File: src/rtl/crc8rfp_pkg.sv
`timescale 1ns / 1ps

package crc8rfp_pkg;

  localparam int FrameLen = 4;
  localparam logic [7:0] StartChar = 8'h54;
  localparam logic [23:0] TickMax = 24'hFF_FFFF;

  localparam int CfgIndexW = 2;
  localparam int CfgDataW = 24;
  localparam int RangeW = 15;
  localparam int SeqW = 32;
  localparam int TickW = 24;

  typedef enum logic [CfgIndexW-1:0] {
    REG_POLY     = 2'd0,
    REG_MIN      = 2'd1,
    REG_MAX      = 2'd2,
    REG_INTERVAL = 2'd3
  } cfg_reg_t;

  typedef struct packed {
    logic       tick_inc;
    logic       store;
    logic       crc_clear;
    logic       crc_step;
    logic [1:0] crc_idx;
    logic       restart;
    logic       emit;
  } dp_cmd_t;

  typedef struct packed {
    logic is_tick;
    logic is_start;
    logic full;
    logic pass;
    logic out_busy;
  } dp_status_t;

endpackage

File: src/rtl/crc8rfp_req_if.sv
`timescale 1ns / 1ps

interface crc8rfp_req_if;
  logic       valid;
  logic       ready;
  logic       req_type;
  logic [7:0] data_byte;

  modport source (output valid, output req_type, output data_byte, input ready);
  modport sink (input valid, input req_type, input data_byte, output ready);
endinterface

File: src/rtl/crc8rfp_rsp_if.sv
`timescale 1ns / 1ps

interface crc8rfp_rsp_if;
  logic        valid;
  logic        ready;
  logic [14:0] distance_mm;
  logic [31:0] seq_number;

  modport source (output valid, output distance_mm, output seq_number, input ready);
  modport sink (input valid, input distance_mm, input seq_number, output ready);
endinterface

File: src/rtl/crc8rfp_cfg_if.sv
`timescale 1ns / 1ps

interface crc8rfp_cfg_if;
  logic        valid;
  logic        ready;
  logic [1:0]  index;
  logic [23:0] data;

  modport source (output valid, output index, output data, input ready);
  modport sink (input valid, input index, input data, output ready);
endinterface

File: src/rtl/crc8_range_frame_parser_unit.sv
`timescale 1ns / 1ps

// Channel   Direction  Word
// req       in         req_type, data_byte (a received byte or one time tick)
// rsp       out        distance_mm, seq_number (one accepted reading)
// cfg       in         index, data (register write, always ready)
//
// A tick or a byte that does not close a full frame is handled in the cycle it is accepted.
// A start byte on a full frame is accepted, then the CRC unit folds the three stored
// bytes, one per cycle, then the frame is checked and, if it passes, the reading is
// emitted; a frame that fails the check is dropped. No request is accepted meanwhile.
// The emit waits while the previous reading is still held in the output register.
// Reset is synchronous; it sets the config and frame registers to defaults, not the CRC or output data.

module crc8_range_frame_parser_unit
  import crc8rfp_pkg::*;
(
  input logic           clk,
  input logic           rst,
  crc8rfp_req_if.sink   req,
  crc8rfp_rsp_if.source rsp,
  crc8rfp_cfg_if.sink   cfg
);

  dp_cmd_t    cmd;
  dp_status_t status;
  logic       req_ready;

  assign req.ready = req_ready;

  crc8rfp_ctrl u_ctrl (
    .clk       (clk),
    .rst       (rst),
    .req_valid (req.valid),
    .req_ready (req_ready),
    .status    (status),
    .cmd       (cmd)
  );

  crc8rfp_dp u_dp (
    .clk       (clk),
    .rst       (rst),
    .req_type  (req.req_type),
    .data_byte (req.data_byte),
    .cmd       (cmd),
    .status    (status),
    .cfg       (cfg),
    .rsp       (rsp)
  );

endmodule

File: src/rtl/crc8rfp_ctrl.sv
`timescale 1ns / 1ps

module crc8rfp_ctrl
  import crc8rfp_pkg::*;
(
  input  logic       clk,
  input  logic       rst,
  input  logic       req_valid,
  output logic       req_ready,
  input  dp_status_t status,
  output dp_cmd_t    cmd
);

  typedef enum logic [1:0] {
    S_IDLE,
    S_CRC,
    S_CHECK,
    S_EMIT
  } state_t;

  state_t     state;
  logic [1:0] idx;
  logic       ready;
  logic       accept;
  logic       frame_close;

  assign req_ready = ready;
  assign accept = req_valid && ready && (state == S_IDLE);
  assign frame_close = !status.is_tick && status.is_start && status.full;

  always_comb begin
    cmd = '0;
    cmd.crc_idx = idx;
    case (state)
      S_IDLE: begin
        if (accept) begin
          if (status.is_tick) begin
            cmd.tick_inc = 1'b1;
          end else if (!status.is_start && !status.full) begin
            cmd.store = 1'b1;
          end else if (frame_close) begin
            cmd.crc_clear = 1'b1;
          end else begin
            cmd.restart = 1'b1;
          end
        end
      end
      S_CRC: begin
        cmd.crc_step = 1'b1;
      end
      S_CHECK: begin
        if (!status.pass) begin
          cmd.restart = 1'b1;
        end
      end
      S_EMIT: begin
        if (!status.out_busy) begin
          cmd.emit = 1'b1;
          cmd.restart = 1'b1;
        end
      end
      default: begin
        cmd = '0;
      end
    endcase
  end

  always_ff @(posedge clk) begin
    if (rst) begin
      state <= S_IDLE;
      idx <= 2'd0;
      ready <= 1'b1;
    end else begin
      case (state)
        S_IDLE: begin
          if (accept && frame_close) begin
            state <= S_CRC;
            idx <= 2'd0;
            ready <= 1'b0;
          end
        end
        S_CRC: begin
          if (idx == 2'd2) begin
            state <= S_CHECK;
          end
          idx <= idx + 2'd1;
        end
        S_CHECK: begin
          if (status.pass) begin
            state <= S_EMIT;
          end else begin
            state <= S_IDLE;
            ready <= 1'b1;
          end
        end
        S_EMIT: begin
          if (!status.out_busy) begin
            state <= S_IDLE;
            ready <= 1'b1;
          end
        end
        default: begin
          state <= S_IDLE;
          ready <= 1'b1;
        end
      endcase
    end
  end

endmodule

File: src/rtl/crc8rfp_dp.sv
`timescale 1ns / 1ps

module crc8rfp_dp
  import crc8rfp_pkg::*;
(
  input  logic                clk,
  input  logic                rst,
  input  logic                req_type,
  input  logic [7:0]          data_byte,
  input  dp_cmd_t             cmd,
  output dp_status_t          status,
  crc8rfp_cfg_if.sink         cfg,
  crc8rfp_rsp_if.source       rsp
);

  logic [7:0]        poly;
  logic [RangeW-1:0] range_lo;
  logic [RangeW-1:0] range_hi;
  logic [TickW-1:0]  interval;

  logic [7:0]        frame [FrameLen];
  logic [2:0]        fill;
  logic [7:0]        crc;
  logic [SeqW-1:0]   emitted;
  logic [TickW-1:0]  ticks;

  logic              out_valid;
  logic [RangeW-1:0] out_range;
  logic [SeqW-1:0]   out_seq;

  logic [15:0]       raw;
  logic              cfg_we;

  function automatic logic [7:0] crc8_byte(input logic [7:0] c_in, input logic [7:0] p);
    logic [7:0] c;
    c = c_in;
    for (int b = 0; b < 8; b++) begin
      c = c[7] ? ((c << 1) ^ p) : (c << 1);
    end
    return c;
  endfunction

  assign cfg.ready = 1'b1;
  assign cfg_we = cfg.valid;

  assign raw = {frame[1], frame[2]};

  assign status.is_tick = req_type;
  assign status.is_start = (data_byte == StartChar);
  assign status.full = (fill == 3'(FrameLen));
  assign status.pass = (crc == frame[3]) && !raw[15] &&
                       (raw[RangeW-1:0] > range_lo) && (raw[RangeW-1:0] < range_hi) &&
                       (ticks > interval);
  assign status.out_busy = out_valid && !rsp.ready;

  assign rsp.valid = out_valid;
  assign rsp.distance_mm = out_range;
  assign rsp.seq_number = out_seq;

  always_ff @(posedge clk) begin
    if (rst) begin
      poly <= 8'h07;
      range_lo <= RangeW'(200);
      range_hi <= RangeW'(14000);
      interval <= TickW'(1000);
    end else if (cfg_we) begin
      case (cfg_reg_t'(cfg.index))
        REG_POLY:     poly <= cfg.data[7:0];
        REG_MIN:      range_lo <= cfg.data[RangeW-1:0];
        REG_MAX:      range_hi <= cfg.data[RangeW-1:0];
        REG_INTERVAL: interval <= cfg.data[TickW-1:0];
        default:      poly <= poly;
      endcase
    end
  end

  always_ff @(posedge clk) begin
    if (rst) begin
      for (int i = 0; i < FrameLen; i++) begin
        frame[i] <= 8'h00;
      end
      fill <= 3'd0;
      emitted <= '0;
      ticks <= TickMax;
      out_valid <= 1'b0;
    end else begin
      if (out_valid && rsp.ready) begin
        out_valid <= 1'b0;
      end
      if (cmd.tick_inc && (ticks != TickMax)) begin
        ticks <= ticks + TickW'(1);
      end
      if (cmd.store) begin
        frame[fill[1:0]] <= data_byte;
        fill <= fill + 3'd1;
      end
      if (cmd.restart) begin
        frame[0] <= StartChar;
        for (int i = 1; i < FrameLen; i++) begin
          frame[i] <= 8'h00;
        end
        fill <= 3'd1;
      end
      if (cmd.emit) begin
        out_valid <= 1'b1;
        emitted <= emitted + SeqW'(1);
        ticks <= '0;
      end
    end
  end

  always_ff @(posedge clk) begin
    if (cmd.crc_clear) begin
      crc <= 8'h00;
    end else if (cmd.crc_step) begin
      crc <= crc8_byte(crc ^ frame[cmd.crc_idx], poly);
    end
    if (cmd.emit) begin
      out_range <= raw[RangeW-1:0];
      out_seq <= emitted;
    end
  end

endmodule
File: src/flat_wrapper.sv
// flat-port wrapper written by rule: the top's interface ports become plain ports
module crc8_range_frame_parser_unit_flat import crc8rfp_pkg::*;
  (clk, rst, req_valid, req_req_type, req_data_byte, req_ready, rsp_valid, rsp_distance_mm, rsp_seq_number, rsp_ready, cfg_valid, cfg_index, cfg_data, cfg_ready);
  crc8rfp_req_if req_i ();
  crc8rfp_rsp_if rsp_i ();
  crc8rfp_cfg_if cfg_i ();
  input logic clk;
  input logic rst;
  input wire logic [$bits(req_i.valid)-1:0] req_valid;
  input wire logic [$bits(req_i.req_type)-1:0] req_req_type;
  input wire logic [$bits(req_i.data_byte)-1:0] req_data_byte;
  output wire logic [$bits(req_i.ready)-1:0] req_ready;
  output wire logic [$bits(rsp_i.valid)-1:0] rsp_valid;
  output wire logic [$bits(rsp_i.distance_mm)-1:0] rsp_distance_mm;
  output wire logic [$bits(rsp_i.seq_number)-1:0] rsp_seq_number;
  input wire logic [$bits(rsp_i.ready)-1:0] rsp_ready;
  input wire logic [$bits(cfg_i.valid)-1:0] cfg_valid;
  input wire logic [$bits(cfg_i.index)-1:0] cfg_index;
  input wire logic [$bits(cfg_i.data)-1:0] cfg_data;
  output wire logic [$bits(cfg_i.ready)-1:0] cfg_ready;
  assign req_i.valid = req_valid;
  assign req_i.req_type = req_req_type;
  assign req_i.data_byte = req_data_byte;
  assign req_ready = req_i.ready;
  assign rsp_valid = rsp_i.valid;
  assign rsp_distance_mm = rsp_i.distance_mm;
  assign rsp_seq_number = rsp_i.seq_number;
  assign rsp_i.ready = rsp_ready;
  assign cfg_i.valid = cfg_valid;
  assign cfg_i.index = cfg_index;
  assign cfg_i.data = cfg_data;
  assign cfg_ready = cfg_i.ready;
  crc8_range_frame_parser_unit u_core (.clk(clk), .rst(rst), .req(req_i), .rsp(rsp_i), .cfg(cfg_i));
endmodule
File: config.mk
export PLATFORM = sky130hd
export DESIGN_NAME = crc8_range_frame_parser_unit_flat
export DESIGN_NICKNAME = d
export VERILOG_FILES = /design/src/rtl/crc8rfp_pkg.sv /design/src/rtl/crc8rfp_req_if.sv /design/src/rtl/crc8rfp_rsp_if.sv /design/src/rtl/crc8rfp_cfg_if.sv /design/src/rtl/crc8_range_frame_parser_unit.sv /design/src/rtl/crc8rfp_ctrl.sv /design/src/rtl/crc8rfp_dp.sv /design/src/flat_wrapper.sv
export SDC_FILE = /design/constraint.sdc
export NUM_CORES = 1
export LEC_CHECK = 0
export BUFFER_PORTS_ARGS = -buffer_cell sky130_fd_sc_hd__buf_2
export CORE_ASPECT_RATIO = 0.8
export CORE_UTILIZATION = 54
export DETAILED_ROUTE_END_ITERATION = 10
export GPL_ROUTABILITY_DRIVEN = 0
export HOLD_SLACK_MARGIN = 0.15
export PLACE_DENSITY = 0.84
export SLEW_MARGIN = 0
export SYNTH_ARGS = -nofsm -noshare
export SYNTH_HDL_FRONTEND = slang
export SYNTH_SLANG_ARGS = --single-unit
File: constraint.sdc
create_clock -name clk -period 7.4 [get_ports clk]
set_input_delay 0.37 -clock clk [delete_from_list [all_inputs] [get_ports clk]]
set_output_delay 0.37 -clock clk [all_outputs]
set_load 0.05 [all_outputs]
==> impl_metrics.sql <==
INSERT INTO impl_metrics (metric_group, metric, value, unit) VALUES
('global_routing', 'grt_pass1_wl', '42900', 'um'),
('final_layout', 'fin_area', '12600', 'sq um'),
('global_routing', 'grt_pass1_vias', '8277', ''),
('pwr', 'pwr_density_cell', '315', 'nW/um^2'),
('logic_synthesis', 'synthesized_cell_area', '11100', 'sq um'),
('sta', 'finalWorstPathRequiredPeriod', '4.96', 'ns'),
('worst_setup_path', 'r2r_slack', '2.44', 'ns'),
('global_routing', 'grt_start_max_net_pins', '122', ''),
('sta', 'final.setup.worst_slack', '2.44', 'ns'),
('route', 'dr.first_iter.drc_count', '660', ''),
('sta', 'finalCritPeriodShare', '67.0', '%'),
('worst_setup_path', 'worstRegToRegCells', '14', ''),
('clocking', 'clock_sinks', '216', ''),
('sta', 'totalNegativeSetupSlack', '0', 'ns'),
('worst_setup_path', 'regToRegEndpoint', 'u_core.u_dp.crc[7]$_SDFFE_PP0P_', ''),
('route', 'detail_route.wirelength', '26700', 'um'),
('sta', 'slew_headroom', '20.2', '%'),
('floorplanning', 'initial_utilization', '55.5', '%'),
('final_layout', 'layout.cells.most_common', 'nand2_1', ''),
('sta', 'unrepaired_setup_endpoints_after_global_routing', 'false', ''),
('worst_setup_path', 'worst_ep_required', '7.83', 'ns'),
('floorplanning', 'rows', '46', ''),
('pwr', 'power.leakage', '5.10', 'nW'),
('flow_run', 'max_cap_viol_count', '0', ''),
('final_layout', 'area_growth', '13.9', '%'),
('logic_synthesis', 'ys_seq_elements', '216', ''),
('worst_setup_path', 'sort_of_element_at_the_end_of_the_critical_path', 'flip-flop', ''),
('route', 'drt_pass1_iterations', '5', ''),
('logic_synthesis', 'syn_inst', '1163', ''),
('global_routing', 'grt.busiest_layer', 'met2', ''),
('worst_hold_path', 'depth_of_the_worst_hold_timing_path', '2', ''),
('run_status', 'run_status', 'completed', ''),
('floorplanning', 'die-width', '162', 'um'),
('worst_setup_path', 'worstPathArrival', '5.39', 'ns'),
('sta', 'slew_viol_final', '0', ''),
('final_layout', 'finalNonFillerCells', '1532', ''),
('sta', 'timing.final.hold_violations', '0', ''),
('placement', 'dpl_worst_slack', '2.54', 'ns'),
('pwr', 'ir_worst_vdd', '0.217', 'mV'),
('placement', 'io_port_bufs', '88', ''),
('route', 'vias_per_std_cell', '5.73', ''),
('logic_synthesis', 'synth_top_flop_cell', 'dfxtp_1', ''),
('logic_synthesis', 'syn_area_per_cell', '9.50', 'sq um'),
('final_layout', 'layout-drive-gt1-share', '11.8', '%'),
('logic_synthesis', 'synthesis.nets', '1267', ''),
('global_routing', 'globalRouteTotalUtil', '25.6', '%'),
('clocking', 'post_cts_resize_count', '0', ''),
('placement', 'dpl_cell_area', '11700', 'sq um'),
('logic_synthesis', 'synth_edf_count', '79', ''),
('clocking', 'clock_slew_seen_by_the_registers_of_the_worst_setup_and_hold_paths', '0.07', 'ns'),
('global_routing', 'grt_antenna_before_repair', '0', ''),
('final_layout', 'finalNetCount', '1357', ''),
('logic_synthesis', 'ys_async_sr_fraction', '0', '%'),
('global_routing', 'met2_usage', '41.3', '%'),
('sta', 'worst_pin_slew', '1.20', 'ns'),
('logic_synthesis', 'synth_warnings', '0', ''),
('placement', 'detailedPlacementHpwl', '18700', 'um'),
('clocking', 'tritoncts', 'done', ''),
('final_layout', 'layout.cells.most_common_list', '161 x nand2_1, 137 x dfxtp_1, 89 x nor2_1, 87 x buf_2', ''),
('clocking', 'cts-buffers-inserted', '22', ''),
('sta', 'fin_worst_hold_slack', '0.161', 'ns'),
('route', 'ant_nets', '0', ''),
('global_routing', 'grt_remaining_overflow', '0', ''),
('worst_setup_path', 'cp_cell_sequence', 'mux4_2, xor2_1, a21oi_1, o2111a_1, or2_1, a221oi_1, xnor2_1, xnor3_1, nand3b_1, a21oi_1, o211ai_4, nor2_1, xnor3_1, a211oi_1', ''),
('logic_synthesis', 'synth_seq_area_share', '46.3', '%'),
('clocking', 'clk_root_buf', 'clkbuf_16', ''),
('logic_synthesis', 'yosysUniqueCellTypes', '63', ''),
('sta', 'setup_violations', '0', ''),
('floorplanning', 'core_area', '19900', 'sq um'),
('sta', 'finClkSkew', '0.0288', 'ns'),
('clocking', 'cts-root-to-sink-buffers', '3', '');
Yosys cell counts (8+ instances only):
cell type / count / area share (%)
xor2_1: 42 / 3.3
clkbuf_1: 42 / 1.4
nand3_1: 31 / 1.4
nor2_1: 89 / 3.0
nand3b_1: 13 / 0.88
a211o_1: 12 / 0.95
or3_1: 11 / 0.62
o21ai_0: 29 / 1.3
nand2b_1: 8 / 0.45
nor2b_1: 15 / 0.85
mux4_2: 8 / 1.6
nor3_1: 9 / 0.41
and3_1: 42 / 2.4
xnor2_1: 54 / 4.3
nand2_1: 161 / 5.5
a21oi_1: 79 / 3.6
inv_1: 76 / 2.6
edfxtp_1: 79 / 21
a21o_1: 16 / 1.1
ha_1: 64 / 7.2
o21bai_1: 25 / 1.7
nand4_1: 24 / 1.4
dfxtp_1: 137 / 25
flip-flops by register name, summed over array words and instances, names as in the netlist, named ones only:
register                     count
u_core.u_dp.fill                 3
u_core.u_dp.range_hi            15
u_core.u_dp.rsp.valid            1
u_core.u_dp.rsp.seq_number      32
u_core.u_dp.emitted             32
u_core.u_ctrl.state              2
u_core.u_dp.range_lo            15
u_core.u_dp.poly                 8
u_core.u_dp.interval            24
u_core.u_ctrl.req_ready          1
u_core.u_dp.frame               32
u_core.u_dp.rsp.distance_mm     15
u_core.u_ctrl.idx                2
u_core.u_dp.ticks               24
u_core.u_dp.crc                  8
cell type report:
cell class / count / area, sq um / share of cell area, %
multi-input combinational: 821 / 5460 / 43.3
timing repair buffer: 114 / 691 / 5.49
clock buffer: 30 / 622 / 4.94
inverter: 78 / 293 / 2.33
sequential: 216 / 5110 / 40.6
tap: 264 / 330 / 2.62
clock inverter: 9 / 81.3 / 0.646
metal layers:
layer  vias up  wire, um
met5         -         0
met4         0       576
met3        44      2700
met2       360     11900
met1      4152     11600
li1       4219         -
worst max-delay path by stage:
stage | startpoint | endpoint | slack (ns)
3_5_place_dp | flip-flop | u_core.u_dp.crc[5]$_SDFFE_PP0P_ | 2.54
4_1_cts | flip-flop | u_core.u_dp.crc[5]$_SDFFE_PP0P_ | 2.53
5_1_grt | flip-flop | u_core.u_dp.crc[7]$_SDFFE_PP0P_ | 2.08
3_3_place_gp | flip-flop | u_core.u_dp.crc[3]$_SDFFE_PP0P_ | 2.77
2_1_floorplan | flip-flop | u_core.u_dp.crc[7]$_SDFFE_PP0P_ | 3.13
6_report | flip-flop | u_core.u_dp.crc[7]$_SDFFE_PP0P_ | 2.44
power breakdown:
part / internal, mW / total (mW) / switching, mW / leakage (nW)
logic: 0.653 / 1.43 / 0.778 / 2.93
clock network: 0.600 / 1.08 / 0.481 / 0.349
registers: 1.33 / 1.45 / 0.124 / 1.82
logic make-up after synthesis:
logic type	synth area share [%]
XOR/XNOR	8.83
multiplexers	2.09
flip-flops	46.3
adder cells (fa/ha/maj)	7.25
other	0.0339
AND/OR/NAND/NOR	18.9
AO/OA/AOI/OAI	12.2
buffers and inverters	4.43
critical path, delay by kind of cell, from the launching register on:
family	cells	cell delay, ns
AOI/OAI and AO/OA	6	1.61
DFF	1	0.53
and+or+nand+nor	3	0.56
xor gates and xnor gates	4	1.56
muxes	1	0.60
timing repair:
action / 4_1_cts / 5_1_grt
endpoints found under the hold margin: 47 / 0
setup endpoints to repair: 0 / 0
hold buffers: 21 / 0
Note: power is estimated with default switching activity, not from simulation.
